--- config.mk ---
export PLATFORM = sky130hd
export DESIGN_NAME = adaptive_reno_window_control
export DESIGN_NICKNAME = d
export VERILOG_FILES = /design/src/sv/arwc_pkg.sv /design/src/sv/adaptive_reno_window_control.sv
export SDC_FILE = /design/constraint.sdc
export NUM_CORES = 2
export LEC_CHECK = 0
export BUFFER_PORTS_ARGS = -buffer_cell sky130_fd_sc_hd__buf_2
export CORE_MARGIN = 3
export CORE_UTILIZATION = 35
export CTS_CLUSTER_SIZE = 25
export DETAILED_ROUTE_END_ITERATION = 8
export PLACE_DENSITY = 0.63
export SETUP_SLACK_MARGIN = 0.15
export SLEW_MARGIN = 10
export SYNTH_ARGS = -nofsm -noshare
export SYNTH_HDL_FRONTEND = slang
export SYNTH_SLANG_ARGS = --single-unit
--- constraint.sdc ---
create_clock -name clk -period 9.02 [get_ports clk]
set_input_delay 0.902 -clock clk [delete_from_list [all_inputs] [get_ports clk]]
set_output_delay 0.902 -clock clk [all_outputs]
set_load 0.005 [all_outputs]
--- src/sv/arwc_pkg.sv ---
`default_nettype none
package arwc_pkg;

	// shared adder width: covers bw * mss^2 * |f| plus the Winc offset
	localparam int AW = 88;
	// remainder and divisor width
	localparam int DW = 64;
	// step counter width
	localparam int CW = 7;

	localparam logic [28:0] WINC_SCALE = 29'd524288000;
	localparam logic [13:0] K1_Q16     = 14'd13101;
	localparam logic [17:0] K2_Q16     = 18'd13104;
	localparam logic [15:0] EWMA_OLD   = 16'd55706;
	localparam logic [15:0] EWMA_NEW   = 16'd9830;
	localparam logic [16:0] ONE_Q16    = 17'd65536;
	localparam logic [13:0] MSS_RESET  = 14'd536;

	localparam logic [1:0] REQ_RTT  = 2'd0;
	localparam logic [1:0] REQ_ACK  = 2'd1;
	localparam logic [1:0] REQ_LOSS = 2'd2;
	localparam logic [1:0] REQ_NOP  = 2'd3;

	localparam logic REG_MSS = 1'b0;

	typedef struct packed {
		logic [1:0]  req_type;
		logic [23:0] rtt_us;
		logic [15:0] segments_acked;
		logic [31:0] current_window;
		logic [39:0] bandwidth_estimate;
	} req_t;

	typedef struct packed {
		logic [1:0]  event_kind;
		logic [31:0] new_window;
		logic [31:0] slow_start_threshold;
		logic [16:0] congestion_level;
	} rsp_t;

	typedef enum logic [4:0] {
		S_IDLE, S_RTT, S_EW_INIT, S_EW_MUL1, S_EW_SET2, S_EW_MUL2, S_EW_END,
		S_LVL_SET, S_LVL_DIV, S_LVL_END,
		S_SQ_SET, S_SQ_MUL, S_AD_SET, S_AD_DIV, S_AD_END,
		S_DV_SET, S_DV_MUL, S_P1_SET, S_P1_MUL, S_P2_SET, S_P2_MUL,
		S_WINC, S_WSUB2, S_Q_SET, S_Q_DIV, S_Q_END,
		S_LS_SET, S_LS_DIV, S_LS_END, S_DONE
	} st_t;

	// one entry of the exp(-10c) table: r^i in Q.31, rounded to Q0.16
	function automatic logic [15:0] exp_entry(logic [63:0] r, int unsigned i);
		logic [63:0] p;
		logic [63:0] v;
		p = 64'd1 << 31;
		for (int unsigned k = 0; k < i; k++) begin
			p = (p * r) >> 31;
		end
		v = (p + (64'd1 << 14)) >> 15;
		return (v > 64'd65535) ? 16'hFFFF : v[15:0];
	endfunction

endpackage
`default_nettype wire

--- src/sv/adaptive_reno_window_control.sv ---
`default_nettype none
// Adaptive Reno congestion window controller for one connection. Each request beat
// (RTT sample, congestion-avoidance ack, loss or unused kind) yields exactly one
// response beat with the window base+probe, the slow start threshold (nonzero on
// loss only) and the congestion level in Q1.16. The shift-and-add multiplies and
// the divides run one bit per cycle through a single shared adder/subtractor, so
// the block takes one request at a time. An RTT sample, a zero-segment ack or an
// unused kind runs at most the congestion-level division (RTT_BITS+16 steps,
// skipped when the level is plainly zero or one); a loss adds up to two 16-step
// EWMA multiplies before it and the 48-step window division after it; an ack with
// segments also runs the square, the adder division, three products and the
// 88-step probe division. The response sits in an output register, so a new
// request is taken while it waits; a finished request holds until that register is free.
module adaptive_reno_window_control #(
	parameter int EXP_ENTRIES = 256,
	parameter int RTT_BITS    = 24
) (
	input  wire                 clk,
	input  wire                 arst_n,
	input  wire                 psel,
	input  wire                 penable,
	input  wire                 pwrite,
	input  wire  [2:0]          paddr,
	input  wire  [31:0]         pwdata,
	output logic [31:0]         prdata,
	output logic                pready,
	input  wire                 in_valid,
	output logic                in_ready,
	input  wire arwc_pkg::req_t in_data,
	output logic                out_valid,
	input  wire                 out_ready,
	output arwc_pkg::rsp_t      out_data
);
	import arwc_pkg::*;

	localparam int IW = $clog2(EXP_ENTRIES);

	// exp table series, worked out at elaboration
	localparam logic [63:0] X   = (64'd10 << 31) / (EXP_ENTRIES - 1);
	localparam logic [63:0] T0  = 64'd1 << 31;
	localparam logic [63:0] T1  = ((T0 * X) >> 31) / 1;
	localparam logic [63:0] T2  = ((T1 * X) >> 31) / 2;
	localparam logic [63:0] T3  = ((T2 * X) >> 31) / 3;
	localparam logic [63:0] T4  = ((T3 * X) >> 31) / 4;
	localparam logic [63:0] T5  = ((T4 * X) >> 31) / 5;
	localparam logic [63:0] T6  = ((T5 * X) >> 31) / 6;
	localparam logic [63:0] T7  = ((T6 * X) >> 31) / 7;
	localparam logic [63:0] T8  = ((T7 * X) >> 31) / 8;
	localparam logic [63:0] T9  = ((T8 * X) >> 31) / 9;
	localparam logic [63:0] T10 = ((T9 * X) >> 31) / 10;
	localparam logic [63:0] T11 = ((T10 * X) >> 31) / 11;
	localparam logic [63:0] T12 = ((T11 * X) >> 31) / 12;
	localparam logic [63:0] T13 = ((T12 * X) >> 31) / 13;
	localparam logic [63:0] T14 = ((T13 * X) >> 31) / 14;
	localparam logic [63:0] T15 = ((T14 * X) >> 31) / 15;
	localparam logic [63:0] T16 = ((T15 * X) >> 31) / 16;
	localparam logic [63:0] T17 = ((T16 * X) >> 31) / 17;
	localparam logic [63:0] T18 = ((T17 * X) >> 31) / 18;
	localparam logic [63:0] T19 = ((T18 * X) >> 31) / 19;
	localparam logic [63:0] T20 = ((T19 * X) >> 31) / 20;
	localparam logic [63:0] T21 = ((T20 * X) >> 31) / 21;
	localparam logic [63:0] T22 = ((T21 * X) >> 31) / 22;
	localparam logic [63:0] T23 = ((T22 * X) >> 31) / 23;
	localparam logic [63:0] T24 = ((T23 * X) >> 31) / 24;
	localparam logic [63:0] S_SUM = T0 + T1 + T2 + T3 + T4 + T5 + T6 + T7 + T8 + T9
		+ T10 + T11 + T12 + T13 + T14 + T15 + T16 + T17 + T18 + T19 + T20 + T21
		+ T22 + T23 + T24;
	localparam logic [63:0] R_STEP = (64'd1 << 62) / S_SUM;

	logic [15:0] exp_tab [EXP_ENTRIES];
	for (genvar g = 0; g < EXP_ENTRIES; g++) begin : g_tab
		localparam logic [15:0] V = exp_entry(R_STEP, g);
		assign exp_tab[g] = V;
	end

	st_t state_q, state_d;

	logic [13:0]          mss_q;
	logic [RTT_BITS-1:0]  min_rtt_q, lat_rtt_q, cg_rtt_q;
	logic [31:0]          base_q, probe_q;

	logic [1:0]           kind_q;
	logic [RTT_BITS-1:0]  rtt_q;
	logic                 segs_nz_q;
	logic [31:0]          cwnd_q, w_q;
	logic [39:0]          bw_q;

	logic [AW-1:0]        acc_q, mcand_q;
	logic [31:0]          mplier_q;
	logic [DW-1:0]        rem_q, dvs_q;
	logic [CW-1:0]        cnt_q;
	logic [16:0]          c_q;
	logic [IW-1:0]        idx_q;
	logic [16:0]          fmag_q;
	logic                 fneg_q, neg_q;
	logic [27:0]          mss2_q;
	logic [31:0]          ssth_q;
	logic                 out_valid_q;
	rsp_t                 out_data_q;

	// shared adder/subtractor
	logic [AW-1:0]  alu_x, alu_y;
	logic           alu_sub;
	logic [AW:0]    alu_res;
	logic           alu_c;
	logic [DW-1:0]  rem_sh;

	assign rem_sh = {rem_q[DW-2:0], acc_q[AW-1]};

	always_comb begin
		alu_x   = acc_q;
		alu_y   = mcand_q;
		alu_sub = 1'b0;
		case (state_q)
			S_LVL_DIV, S_AD_DIV, S_Q_DIV, S_LS_DIV: begin
				alu_x   = AW'(rem_sh);
				alu_y   = AW'(dvs_q);
				alu_sub = 1'b1;
			end
			S_WINC: begin
				if (fneg_q) begin
					alu_x   = AW'(WINC_SCALE);
					alu_y   = acc_q;
					alu_sub = 1'b1;
				end else begin
					alu_y = AW'(WINC_SCALE);
				end
			end
			S_WSUB2: begin
				alu_y   = AW'(WINC_SCALE);
				alu_sub = 1'b1;
			end
			default: begin
			end
		endcase
	end

	assign alu_res = {1'b0, alu_x} + {1'b0, (alu_sub ? ~alu_y : alu_y)} + (AW+1)'(alu_sub);
	assign alu_c   = alu_res[AW];

	// request decode
	logic                in_fire, out_fire, done_fire;
	logic [31:0]         rtt_ext;
	logic [RTT_BITS-1:0] rtt_in;

	assign in_ready  = (state_q == S_IDLE);
	assign in_fire   = in_valid && in_ready;
	assign out_fire  = out_valid_q && out_ready;
	assign done_fire = (state_q == S_DONE) && (!out_valid_q || out_ready);
	assign rtt_ext   = {8'd0, in_data.rtt_us};
	assign rtt_in    = rtt_ext[RTT_BITS-1:0];

	// side results
	logic [31:0]  idx_wide;
	logic [30:0]  k1_prod;
	logic [17:0]  f_val;
	logic [28:0]  adder;
	logic [32:0]  base_sum;
	logic [31:0]  base_src;
	logic [32:0]  probe_sum;
	logic [AW-1:0] q_up;
	logic [31:0]  floor_th, loss_base;
	logic [32:0]  win_sum;
	logic [RTT_BITS+15:0] lvl_q;
	logic         pay_d;

	assign idx_wide  = (32'(c_q) * 32'(EXP_ENTRIES - 1) + 32'd32768) >> 16;
	assign k1_prod   = 31'(c_q) * 31'(K1_Q16);
	assign f_val     = 18'(exp_tab[idx_q]) + 18'(k1_prod[30:16]) - K2_Q16;
	assign adder     = (acc_q[27:0] == 28'd0) ? 29'd1 : {1'b0, acc_q[27:0]};
	assign base_src  = (base_q == 32'd0) ? cwnd_q : base_q;
	assign base_sum  = {1'b0, base_src} + 33'(adder);
	assign probe_sum = {1'b0, probe_q} + {1'b0, acc_q[31:0]};
	assign q_up      = acc_q + AW'(rem_q != '0);
	assign floor_th  = {17'd0, mss_q, 1'b0};
	assign loss_base = acc_q[31:0];
	assign win_sum   = {1'b0, base_q} + {1'b0, probe_q};
	assign lvl_q     = acc_q[RTT_BITS+15:0];
	assign pay_d     = kind_q == REQ_ACK && segs_nz_q;

	always_comb begin
		state_d = state_q;
		case (state_q)
			S_IDLE: begin
				if (in_fire) begin
					case (in_data.req_type)
						REQ_RTT:  state_d = S_RTT;
						REQ_LOSS: state_d = S_EW_INIT;
						default:  state_d = S_LVL_SET;
					endcase
				end
			end
			S_RTT:     state_d = S_LVL_SET;
			S_EW_INIT: state_d = (cg_rtt_q == '0) ? S_LVL_SET : S_EW_MUL1;
			S_EW_MUL1: if (cnt_q == CW'(1)) state_d = S_EW_SET2;
			S_EW_SET2: state_d = S_EW_MUL2;
			S_EW_MUL2: if (cnt_q == CW'(1)) state_d = S_EW_END;
			S_EW_END:  state_d = S_LVL_SET;
			S_LVL_SET: begin
				if (lat_rtt_q > min_rtt_q && cg_rtt_q > min_rtt_q) begin
					state_d = S_LVL_DIV;
				end else if (kind_q == REQ_LOSS) begin
					state_d = S_LS_SET;
				end else if (pay_d) begin
					state_d = S_SQ_SET;
				end else begin
					state_d = S_DONE;
				end
			end
			S_LVL_DIV: if (cnt_q == CW'(1)) state_d = S_LVL_END;
			S_LVL_END: begin
				if (kind_q == REQ_LOSS) state_d = S_LS_SET;
				else if (pay_d)         state_d = S_SQ_SET;
				else                    state_d = S_DONE;
			end
			S_SQ_SET:  state_d = S_SQ_MUL;
			S_SQ_MUL:  if (cnt_q == CW'(1)) state_d = S_AD_SET;
			S_AD_SET:  state_d = S_AD_DIV;
			S_AD_DIV:  if (cnt_q == CW'(1)) state_d = S_AD_END;
			S_AD_END:  state_d = S_DV_SET;
			S_DV_SET:  state_d = S_DV_MUL;
			S_DV_MUL:  if (cnt_q == CW'(1)) state_d = S_P1_SET;
			S_P1_SET:  state_d = S_P1_MUL;
			S_P1_MUL:  if (cnt_q == CW'(1)) state_d = S_P2_SET;
			S_P2_SET:  state_d = S_P2_MUL;
			S_P2_MUL:  if (cnt_q == CW'(1)) state_d = S_WINC;
			S_WINC:    state_d = (fneg_q && !alu_c) ? S_WSUB2 : S_Q_SET;
			S_WSUB2:   state_d = S_Q_SET;
			S_Q_SET:   state_d = S_Q_DIV;
			S_Q_DIV:   if (cnt_q == CW'(1)) state_d = S_Q_END;
			S_Q_END:   state_d = S_DONE;
			S_LS_SET:  state_d = S_LS_DIV;
			S_LS_DIV:  if (cnt_q == CW'(1)) state_d = S_LS_END;
			S_LS_END:  state_d = S_DONE;
			S_DONE:    if (done_fire) state_d = S_IDLE;
			default:   state_d = S_IDLE;
		endcase
	end

	always_ff @(posedge clk or negedge arst_n) begin
		if (!arst_n) begin
			state_q     <= S_IDLE;
			out_valid_q <= 1'b0;
			mss_q       <= MSS_RESET;
			min_rtt_q   <= '0;
			lat_rtt_q   <= '0;
			cg_rtt_q    <= '0;
			base_q      <= '0;
			probe_q     <= '0;
		end else begin
			state_q <= state_d;
			if (done_fire) begin
				out_valid_q <= 1'b1;
			end else if (out_fire) begin
				out_valid_q <= 1'b0;
			end
			if (psel && penable && pwrite && paddr[2] == REG_MSS) begin
				mss_q <= pwdata[13:0];
			end
			case (state_q)
				S_RTT: begin
					if (rtt_q != '0) begin
						lat_rtt_q <= rtt_q;
						if (min_rtt_q == '0 || min_rtt_q > rtt_q) min_rtt_q <= rtt_q;
					end
				end
				S_EW_INIT: if (cg_rtt_q == '0) cg_rtt_q <= lat_rtt_q;
				S_EW_END:  cg_rtt_q <= acc_q[RTT_BITS+15:16];
				S_AD_END:  base_q <= base_sum[32] ? 32'hFFFF_FFFF : base_sum[31:0];
				S_Q_END: begin
					if (!neg_q) begin
						if (|acc_q[AW-1:32] || probe_sum[32]) probe_q <= 32'hFFFF_FFFF;
						else                                    probe_q <= probe_sum[31:0];
					end else begin
						if (|q_up[AW-1:32] || q_up[31:0] >= probe_q) probe_q <= '0;
						else                                        probe_q <= probe_q - q_up[31:0];
					end
				end
				S_LS_END: begin
					base_q  <= loss_base;
					probe_q <= '0;
				end
				default: begin
				end
			endcase
		end
	end

	// datapath
	always_ff @(posedge clk) begin
		if (in_fire) begin
			kind_q    <= in_data.req_type;
			rtt_q     <= rtt_in;
			segs_nz_q <= in_data.segments_acked != 16'd0;
			cwnd_q    <= in_data.current_window;
			w_q       <= (in_data.current_window == 32'd0) ? 32'd1 : in_data.current_window;
			bw_q      <= in_data.bandwidth_estimate;
			ssth_q    <= '0;
		end
		if (done_fire) begin
			out_data_q.event_kind           <= kind_q;
			out_data_q.new_window           <= win_sum[32] ? 32'hFFFF_FFFF : win_sum[31:0];
			out_data_q.slow_start_threshold <= ssth_q;
			out_data_q.congestion_level     <= c_q;
		end
		case (state_q)
			S_EW_INIT: begin
				acc_q    <= AW'(32768);
				mcand_q  <= AW'(cg_rtt_q);
				mplier_q <= 32'(EWMA_OLD);
				cnt_q    <= CW'(16);
			end
			S_EW_SET2: begin
				mcand_q  <= AW'(lat_rtt_q);
				mplier_q <= 32'(EWMA_NEW);
				cnt_q    <= CW'(16);
			end
			S_EW_MUL1, S_EW_MUL2, S_SQ_MUL, S_DV_MUL, S_P1_MUL, S_P2_MUL: begin
				if (mplier_q[0]) acc_q <= alu_res[AW-1:0];
				mcand_q  <= {mcand_q[AW-2:0], 1'b0};
				mplier_q <= {1'b0, mplier_q[31:1]};
				cnt_q    <= cnt_q - CW'(1);
			end
			S_LVL_SET: begin
				if (lat_rtt_q <= min_rtt_q) begin
					c_q <= '0;
				end else if (cg_rtt_q <= min_rtt_q) begin
					c_q <= ONE_Q16;
				end else begin
					acc_q <= {lat_rtt_q - min_rtt_q, {(AW-RTT_BITS){1'b0}}};
					dvs_q <= DW'(cg_rtt_q - min_rtt_q);
					rem_q <= '0;
					cnt_q <= CW'(RTT_BITS + 16);
				end
			end
			S_LVL_DIV, S_AD_DIV, S_Q_DIV, S_LS_DIV: begin
				rem_q <= alu_c ? alu_res[DW-1:0] : rem_sh;
				acc_q <= {acc_q[AW-2:0], alu_c};
				cnt_q <= cnt_q - CW'(1);
			end
			S_LVL_END: begin
				c_q <= (lvl_q > (RTT_BITS+16)'(ONE_Q16)) ? ONE_Q16 : lvl_q[16:0];
			end
			S_SQ_SET: begin
				acc_q    <= '0;
				mcand_q  <= AW'(mss_q);
				mplier_q <= 32'(mss_q);
				cnt_q    <= CW'(14);
				idx_q    <= idx_wide[IW-1:0];
			end
			S_AD_SET: begin
				mss2_q <= acc_q[27:0];
				acc_q  <= {acc_q[27:0], {(AW-28){1'b0}}};
				dvs_q  <= DW'(w_q);
				rem_q  <= '0;
				cnt_q  <= CW'(28);
				fneg_q <= f_val[17];
				fmag_q <= f_val[17] ? 17'(-f_val) : f_val[16:0];
			end
			S_DV_SET: begin
				acc_q    <= '0;
				mcand_q  <= AW'(WINC_SCALE);
				mplier_q <= w_q;
				cnt_q    <= CW'(32);
			end
			S_P1_SET: begin
				dvs_q    <= acc_q[DW-1:0];
				acc_q    <= '0;
				mcand_q  <= AW'(bw_q);
				mplier_q <= 32'(mss2_q);
				cnt_q    <= CW'(28);
			end
			S_P2_SET: begin
				mcand_q  <= acc_q;
				acc_q    <= '0;
				mplier_q <= 32'(fmag_q);
				cnt_q    <= CW'(17);
			end
			S_WINC: begin
				neg_q <= 1'b0;
				if (!fneg_q || alu_c) acc_q <= alu_res[AW-1:0];
			end
			S_WSUB2: begin
				acc_q <= alu_res[AW-1:0];
				neg_q <= 1'b1;
			end
			S_Q_SET: begin
				rem_q <= '0;
				cnt_q <= CW'(AW);
			end
			S_LS_SET: begin
				acc_q <= {cwnd_q, 16'd0, {(AW-48){1'b0}}};
				dvs_q <= DW'({1'b0, ONE_Q16} + 18'(c_q));
				rem_q <= '0;
				cnt_q <= CW'(48);
			end
			S_LS_END: begin
				ssth_q <= (loss_base > floor_th) ? loss_base : floor_th;
			end
			default: begin
			end
		endcase
	end

	assign out_valid = out_valid_q;
	assign out_data  = out_data_q;
	assign pready    = 1'b1;
	assign prdata    = (paddr[2] == REG_MSS) ? {18'd0, mss_q} : 32'd0;

	// busy after a request until its response is produced
	a_busy: assert property (@(posedge clk) disable iff (!arst_n)
		in_fire |=> !in_ready)
		else $error("request taken while busy");

	a_level: assert property (@(posedge clk) disable iff (!arst_n)
		out_valid |-> out_data.congestion_level <= ONE_Q16)
		else $error("congestion level above one");

	a_ssth: assert property (@(posedge clk) disable iff (!arst_n)
		out_valid && out_data.event_kind != REQ_LOSS |-> out_data.slow_start_threshold == 32'd0)
		else $error("threshold on non-loss response");

	a_hold: assert property (@(posedge clk) disable iff (!arst_n)
		state_q == S_DONE && out_valid_q && !out_ready |=> state_q == S_DONE)
		else $error("response overwritten");

endmodule
`default_nettype wire

== Word-level counts from Yosys, hierarchy flattened ==
Memory sizes are Yosys's and may differ from the RTL's.
Cells that the tools add are included.

* $add $sub $neg: 15
* $mul: 2
* $lt $le $gt $ge: 9
* Equality and inequality tests: 51
* Muxes and demuxes: 67
* Bitwise logic cells: 3
* Reductions and logical operators: 60

{| class="wikitable"
|+ Operators by type and width
! cell !! number
|-
| one-hot mux 88 bit (9 select lines) || 1
|-
| two-way mux 88 bit || 7
|-
| one-hot mux 88 bit (7 select lines) || 1
|-
| two-way mux 64 bit || 5
|-
| one-hot mux 88 bit (3 select lines) || 1
|-
| two-way mux 32 bit || 8
|-
| one-hot mux 64 bit (4 select lines) || 1
|-
| one-hot mux 32 bit (7 select lines) || 1
|-
| one-hot mux 64 bit (3 select lines) || 1
|-
| one-hot mux 88 bit (2 select lines) || 1
|-
| one-hot mux 5 bit (28 select lines) || 1
|-
| one-hot mux 32 bit (2 select lines) || 2
|-
| OR reduction 56 bit || 2
|-
| adder 88 x 88 -> 89 bit || 1
|-
| adder 89 x 1 -> 89 bit || 1
|-
| adder 88 x 1 -> 88 bit || 1
|-
| inverter 88 bit || 1
|-
| two-way mux 5 bit || 15
|-
| > comparator 24 bit || 3
|-
| equality test 5 bit, second input constant || 14
|-
| two-way mux 17 bit || 4
|-
| adder 32 x 32 -> 33 bit || 2
|-
| logical NOT 32 bit || 2
|-
| nonzero test 64 bit || 1
|-
| other kinds (65) || 130
|}

* Register bits: 817
* Memory bits (read-only): 4096
* Bits of input ports: 156
* Output and inout bits: 118
* Word-level logic and storage cells: 239
* Memories: 1

{| class="wikitable"
|+ Memories
! name !! words !! width !! read ports !! clocked after memory_dff !! write ports !! RTL line !! source
|-
| (no name shown) || 256 || 16 || 1 || 0 || 0 || adaptive_reno_window_control.sv:169 || <nowiki>assign f_val = 18'(exp_tab[idx_q]) + 18'(k1_prod[30:16]) - K2_Q16;</nowiki>
|}

== Longest topological paths before layout ==
* Word-level depth: 11
* Gate-level depth with buffers: 36

== Worst setup path before layout ==
No wires, ideal clock.

* Path kind: reg-to-reg
* Start point: register state_q[1]
* End point: register acc_q[0] (enable)
* Library setup time: 0.564 ns
* Arrival time: 8.860 ns
* Data required time: 8.456 ns
* Path slack: -0.404 ns
* Cell stages (with the launch flop): 24
* Path buffers: 7
* Period minus slack after synthesis: 9.424 ns
* Path through: dfrtp_1 > buf_2 > nor2b_1 > o22ai_1 > nor2_1 > clkbuf_1 > clkbuf_1 > clkbuf_1 > nand2_1 > o21ai_0 > ha_1 > clkbuf_1 > nand2_1 > nor4_1 > nand3_1 > a211oi_1 > o2111ai_1 > a21oi_1 > o21ai_0 > a21oi_1 > a221oi_1 > clkbuf_1 > buf_1 > a21oi_1

* Cells in the longest elaborated chain, start to end: 10
* Elaborated cells between the ends (all ways): 38

{| class="wikitable"
|+ Ends and longest elaborated chain
! element !! RTL line !! source
|-
| start, declared || adaptive_reno_window_control.sv:76 || <nowiki>st_t state_q, state_d;</nowiki>
|-
| start signal, assigned || adaptive_reno_window_control.sv:251 || <nowiki>state_q <= state_d;</nowiki>
|-
| equality test 5 x 4 -> 1 bit / equality test 5 bit (equally long branches) || adaptive_reno_window_control.sv:114, adaptive_reno_window_control.sv:306 ||
|-
| OR reduction 4 bit || adaptive_reno_window_control.sv:114, adaptive_reno_window_control.sv:306 ||
|-
| one-hot mux 88 bit (3 select lines) || adaptive_reno_window_control.sv:114 || <nowiki>case (state_q)</nowiki>
|-
| inverter 88 bit || adaptive_reno_window_control.sv:138 || <nowiki>assign alu_res = {1'b0, alu_x} + {1'b0, (alu_sub ? ~alu_y : alu_y)} + (AW+1)'(alu_sub);</nowiki>
|-
| two-way mux 88 bit || adaptive_reno_window_control.sv:138 ||
|-
| adder 88 x 88 -> 89 bit || adaptive_reno_window_control.sv:138 ||
|-
| adder 89 x 1 -> 89 bit || adaptive_reno_window_control.sv:138 ||
|-
| logical OR 1 bit || adaptive_reno_window_control.sv:381 || <nowiki>if (!fneg_q || alu_c) acc_q <= alu_res[AW-1:0];</nowiki>
|-
| inequality test 2 bit (no line) || -- ||
|-
| AND reduction 5 bit (no line) (*) || -- ||
|-
| end signal, assigned || adaptive_reno_window_control.sv:381 ||
|-
| end signal, assigned || adaptive_reno_window_control.sv:384 || <nowiki>acc_q <= alu_res[AW-1:0];</nowiki>
|-
| end signal, assigned || adaptive_reno_window_control.sv:392 || <nowiki>acc_q <= {cwnd_q, 16'd0, {(AW-48){1'b0}}};</nowiki>
|-
| end, declared || adaptive_reno_window_control.sv:88 || <nowiki>logic [AW-1:0] acc_q, mcand_q;</nowiki>
|}

Mark *: on every way between the ends. The rest lies on a longest branch, timed or not.
A chain may end at the register's enable or synchronous reset.

== Final worst setup path ==
* Start point: register c_q[2]
* End point: register fmag_q[16] (data pin)

* Cells in the longest elaborated chain, start to end: 5

{| class="wikitable"
|+ Ends and longest elaborated chain
! element !! RTL line !! source
|-
| start, declared || adaptive_reno_window_control.sv:92 || <nowiki>logic [16:0] c_q;</nowiki>
|-
| start signal, assigned || adaptive_reno_window_control.sv:342 || <nowiki>c_q <= (lvl_q > (RTT_BITS+16)'(ONE_Q16)) ? ONE_Q16 : lvl_q[16:0];</nowiki>
|-
| multiplier 17 x 14 -> 31 bit (*) || adaptive_reno_window_control.sv:168 || <nowiki>assign k1_prod = 31'(c_q) * 31'(K1_Q16);</nowiki>
|-
| adder 16 x 15 -> 17 bit (*) || adaptive_reno_window_control.sv:169 ||
|-
| subtractor 17 x 14 -> 18 bit (*) || adaptive_reno_window_control.sv:169 ||
|-
| negation 17 bit || adaptive_reno_window_control.sv:358 || <nowiki>fmag_q <= f_val[17] ? 17'(-f_val) : f_val[16:0];</nowiki>
|-
| two-way mux 17 bit (*) || adaptive_reno_window_control.sv:358 ||
|-
| end signal, assigned || adaptive_reno_window_control.sv:358 ||
|-
| end, declared || adaptive_reno_window_control.sv:94 || <nowiki>logic [16:0] fmag_q;</nowiki>
|}

Marks and branches as above.

==> results.json <==
{
  "grt_use_total": 0.2639,
  "io_pins": 274,
  "vias": 57790,
  "synthFlopType": "edfxtp_1",
  "cts_root_buffer": "clkbuf_16",
  "synth_edf_count": 661,
  "syn_inst": 7008,
  "critPathRequiredTime_ps": 9490,
  "synth_area_per_cell_um2": 9.241,
  "dr.first_iter.drc_count": 7111,
  "antenna_found_initial": 28,
  "startpoint": "c_q[2]",
  "die_area_um2": 190200,
  "drt_wl_total_mm": 259.3,
  "reg2reg_setup_slack_ps": 570,
  "worst_path_max_delay_cell": "fa_1",
  "worstPathArrival_ps": 8920,
  "grt_max_degree": 86,
  "crit_path_end_kind": "flip-flop",
  "rows": 157,
  "cts_tree": "done",
  "skew_ps": 45.95,
  "yosysSeqAreaShare": 0.3668,
  "cts.sinks": 817,
  "start_util": 0.3530,
  "tightest_slew_ps": 1212,
  "nets": 7856,
  "die_h_um": 436.2,
  "worstReg2RegStart": "c_q[2]",
  "drive_gt1_frac": 0.09711,
  "cpMostUsedCell": "fa_1",
  "ys_warn_count": 0,
  "grt_pass1_wl_mm": 378.3,
  "overflow": 0,
  "relSlewSlack": 0.1849,
  "cts_buffers": 98,
  "die_x_um": 436.2,
  "clk_latency_ps": 750,
  "synthDistinctLibCells": 99,
  "cp_max_fo": 8,
  "post-route-period-util": 0.9370,
  "fillers": 18250,
  "rsz0062_at_grt": "no",
  "violations": "DRC",
  "clock_path_buffers": 3,
  "r2r_end": "fmag_q[16]",
  "maxCapViolations": 0,
  "synthArstFlopShare": 0.1909,
  "status": "finished with violations",
  "final_cell_mix": "a21oi_1, edfxtp_1, nand2_1, ha_1, nor2_1",
  "start_kind": "flip-flop",
  "grt_pass1_vias": 55590,
  "syn_to_final_growth_pct": 11.29,
  "hold_path.class": "in -> async",
  "finalSetupTns_ps": 0,
  "portBuffers": 234,
  "final-max-slew-violation-count": 0,
  "path_clk_slew_ps": 60,
  "drtPass1Iterations": 9,
  "wire_per_inst_um": 27.02,
  "fmaxAchievable_ghz": 0.1183,
  "hold_buffers": 0,
  "crit_end": "fmag_q[16]",
  "drt-vias-per-instance": 6.024,
  "reg2reg_depth": 31,
  "h-tree-depth": 3,
  "crit_type": "reg -> reg",
  "place.gp.congestion": 1.010,
  "syn_area_um2": 64760,
  "dpl.hpwl_mm": 196.2,
  "post-route-min-period_ps": 8451,
  "coreArea_um2": 183500,
  "drc": 2,
  "hold_violations": 0,
  "ys_ff_latch": 817,
  "setup_viol": 0,
  "antenna_left": 0,
  "slowest_delay_ps": 570,
  "final_common_cell": "a21oi_1"
}
-- registers in the layout, indices dropped and copies added, names as in the netlist, 28 cells and up --
register	cells
w_q	32
mss2_q	28
out_data	83
dvs_q	64
cwnd_q	32
rem_q	64
ssth_q	32
mplier_q	32
probe_q	32
acc_q	88
mcand_q	88
bw_q	40
base_q	32
-- cell usage after synthesis (21+ instances only) --
library cell    n  area (µm²)
nor2_1        489        1836
buf_1          41       153.9
o21ai_1        24       120.1
a21oi_1       672        3363
or3_1          30       187.7
nand3_1       139       695.7
and3_1         45       281.5
a31oi_1        65       406.6
nor2b_1        61       381.6
o21bai_1       45       337.8
nor4_1        101       631.9
a222oi_1       74       740.7
mux2i_1       106        1061
o21ai_0       434        2172
nor3_1        109       545.5
and2_1         82       513.0
a41oi_1        21       183.9
a21o_1        237        1779
o21a_1         62       465.5
ha_1          516        6456
inv_1         386        1449
dfrtp_1       153        3829
a22o_1        116        1016
edfxtp_1      661       19850
nand2_1       647        2429
o31ai_1        36       270.3
fa_1          154        3083
nand2b_1       62       387.9
xor2_1        135        1182
o22ai_1        30       187.7
a221oi_1       34       297.8
clkbuf_1      426        1599
a211oi_1       45       337.8
xnor2_1       195        1708
a22oi_1        56       420.4
nand4_1       120       750.7
o211ai_1       48       360.4
-- worst max-delay path, delay by kind of cell (launching register included) --
kind                     cells  cell delay [ps]
buffers and inverters        4              420
AO/OA/AOI/OAI                9             1560
flip-flops                   1              420
AND/OR/NAND/NOR              6             1430
XOR/XNOR                     3              580
adder cells (fa/ha/maj)      9             3760
-- layer usage --
layer	vias up	share of wire	GRT usage
li1	25950	-	-
met1	28190	0.40	0.3468
met2	3039	0.44	0.4120
met3	608	0.089	0.04850
met4	12	0.064	0.1415
met5	-	0.00035	0
-- repair_timing --
action / CTS / global route
cloned: 0 / 0
resized for setup: 1 / 12
setup endpoints to repair: 1 / 17
buffers inserted: 0 / 3
-- worst min path at each step --
| stage | startpoint | to | cells after the start |
|---|---|---|---|
| after floorplan | ssth_q[0] | out_data[17] | 0 |
| after global placement | ssth_q[6] | out_data[23] | 0 |
| after detailed placement | ssth_q[24] | out_data[41] | 0 |
| after CTS | arst_n | probe_q[11] | 1 |
| after global routing | arst_n | probe_q[11] | 1 |
| final | arst_n | probe_q[11] | 1 |
-- layout make-up --
cell class	count	area [µm²]	area share
timing repair buffer	404	2516	0.03491
sequential	817	23760	0.3296
tap	2464	3083	0.04278
antenna	14	35.03	0.0004861
clock inverter	61	674.4	0.009358
inverter	389	1463	0.02030
clock buffer	125	2656	0.03686
multi-input combinational	5320	37880	0.5257
-- cells by family after synthesis --
| family | synth area share |
|---|---|
| AO/OA/AOI/OAI | 0.2174 |
| other | 0.0001160 |
| multiplexers | 0.02334 |
| adder cells (fa/ha/maj) | 0.1473 |
| flip-flops | 0.3668 |
| XOR/XNOR | 0.04498 |
| AND/OR/NAND/NOR | 0.1469 |
| buffers and inverters | 0.05311 |
-- metrics by stage --
stage / std cells / hold WS [ps] / cell area, µm² / utilization / setup WS [ps]
floorplan: 7025 / 400.3 / 64830 / - / 805.2
global placement: 9391 / 403.7 / 68620 / 0.3740 / 122.6
detailed placement: 9391 / 404.5 / 68620 / 0.3740 / 161.1
CTS: 9577 / 274.5 / 71950 / 0.3922 / 256.0
global route: 9583 / 299.8 / 72040 / 0.3926 / 193.3
finish: 9594 / 255.2 / 72070 / 0.3928 / 568.6
Power is not shown: default switching activity piles up to over one toggle a cycle in this logic, so the estimate is an artifact.
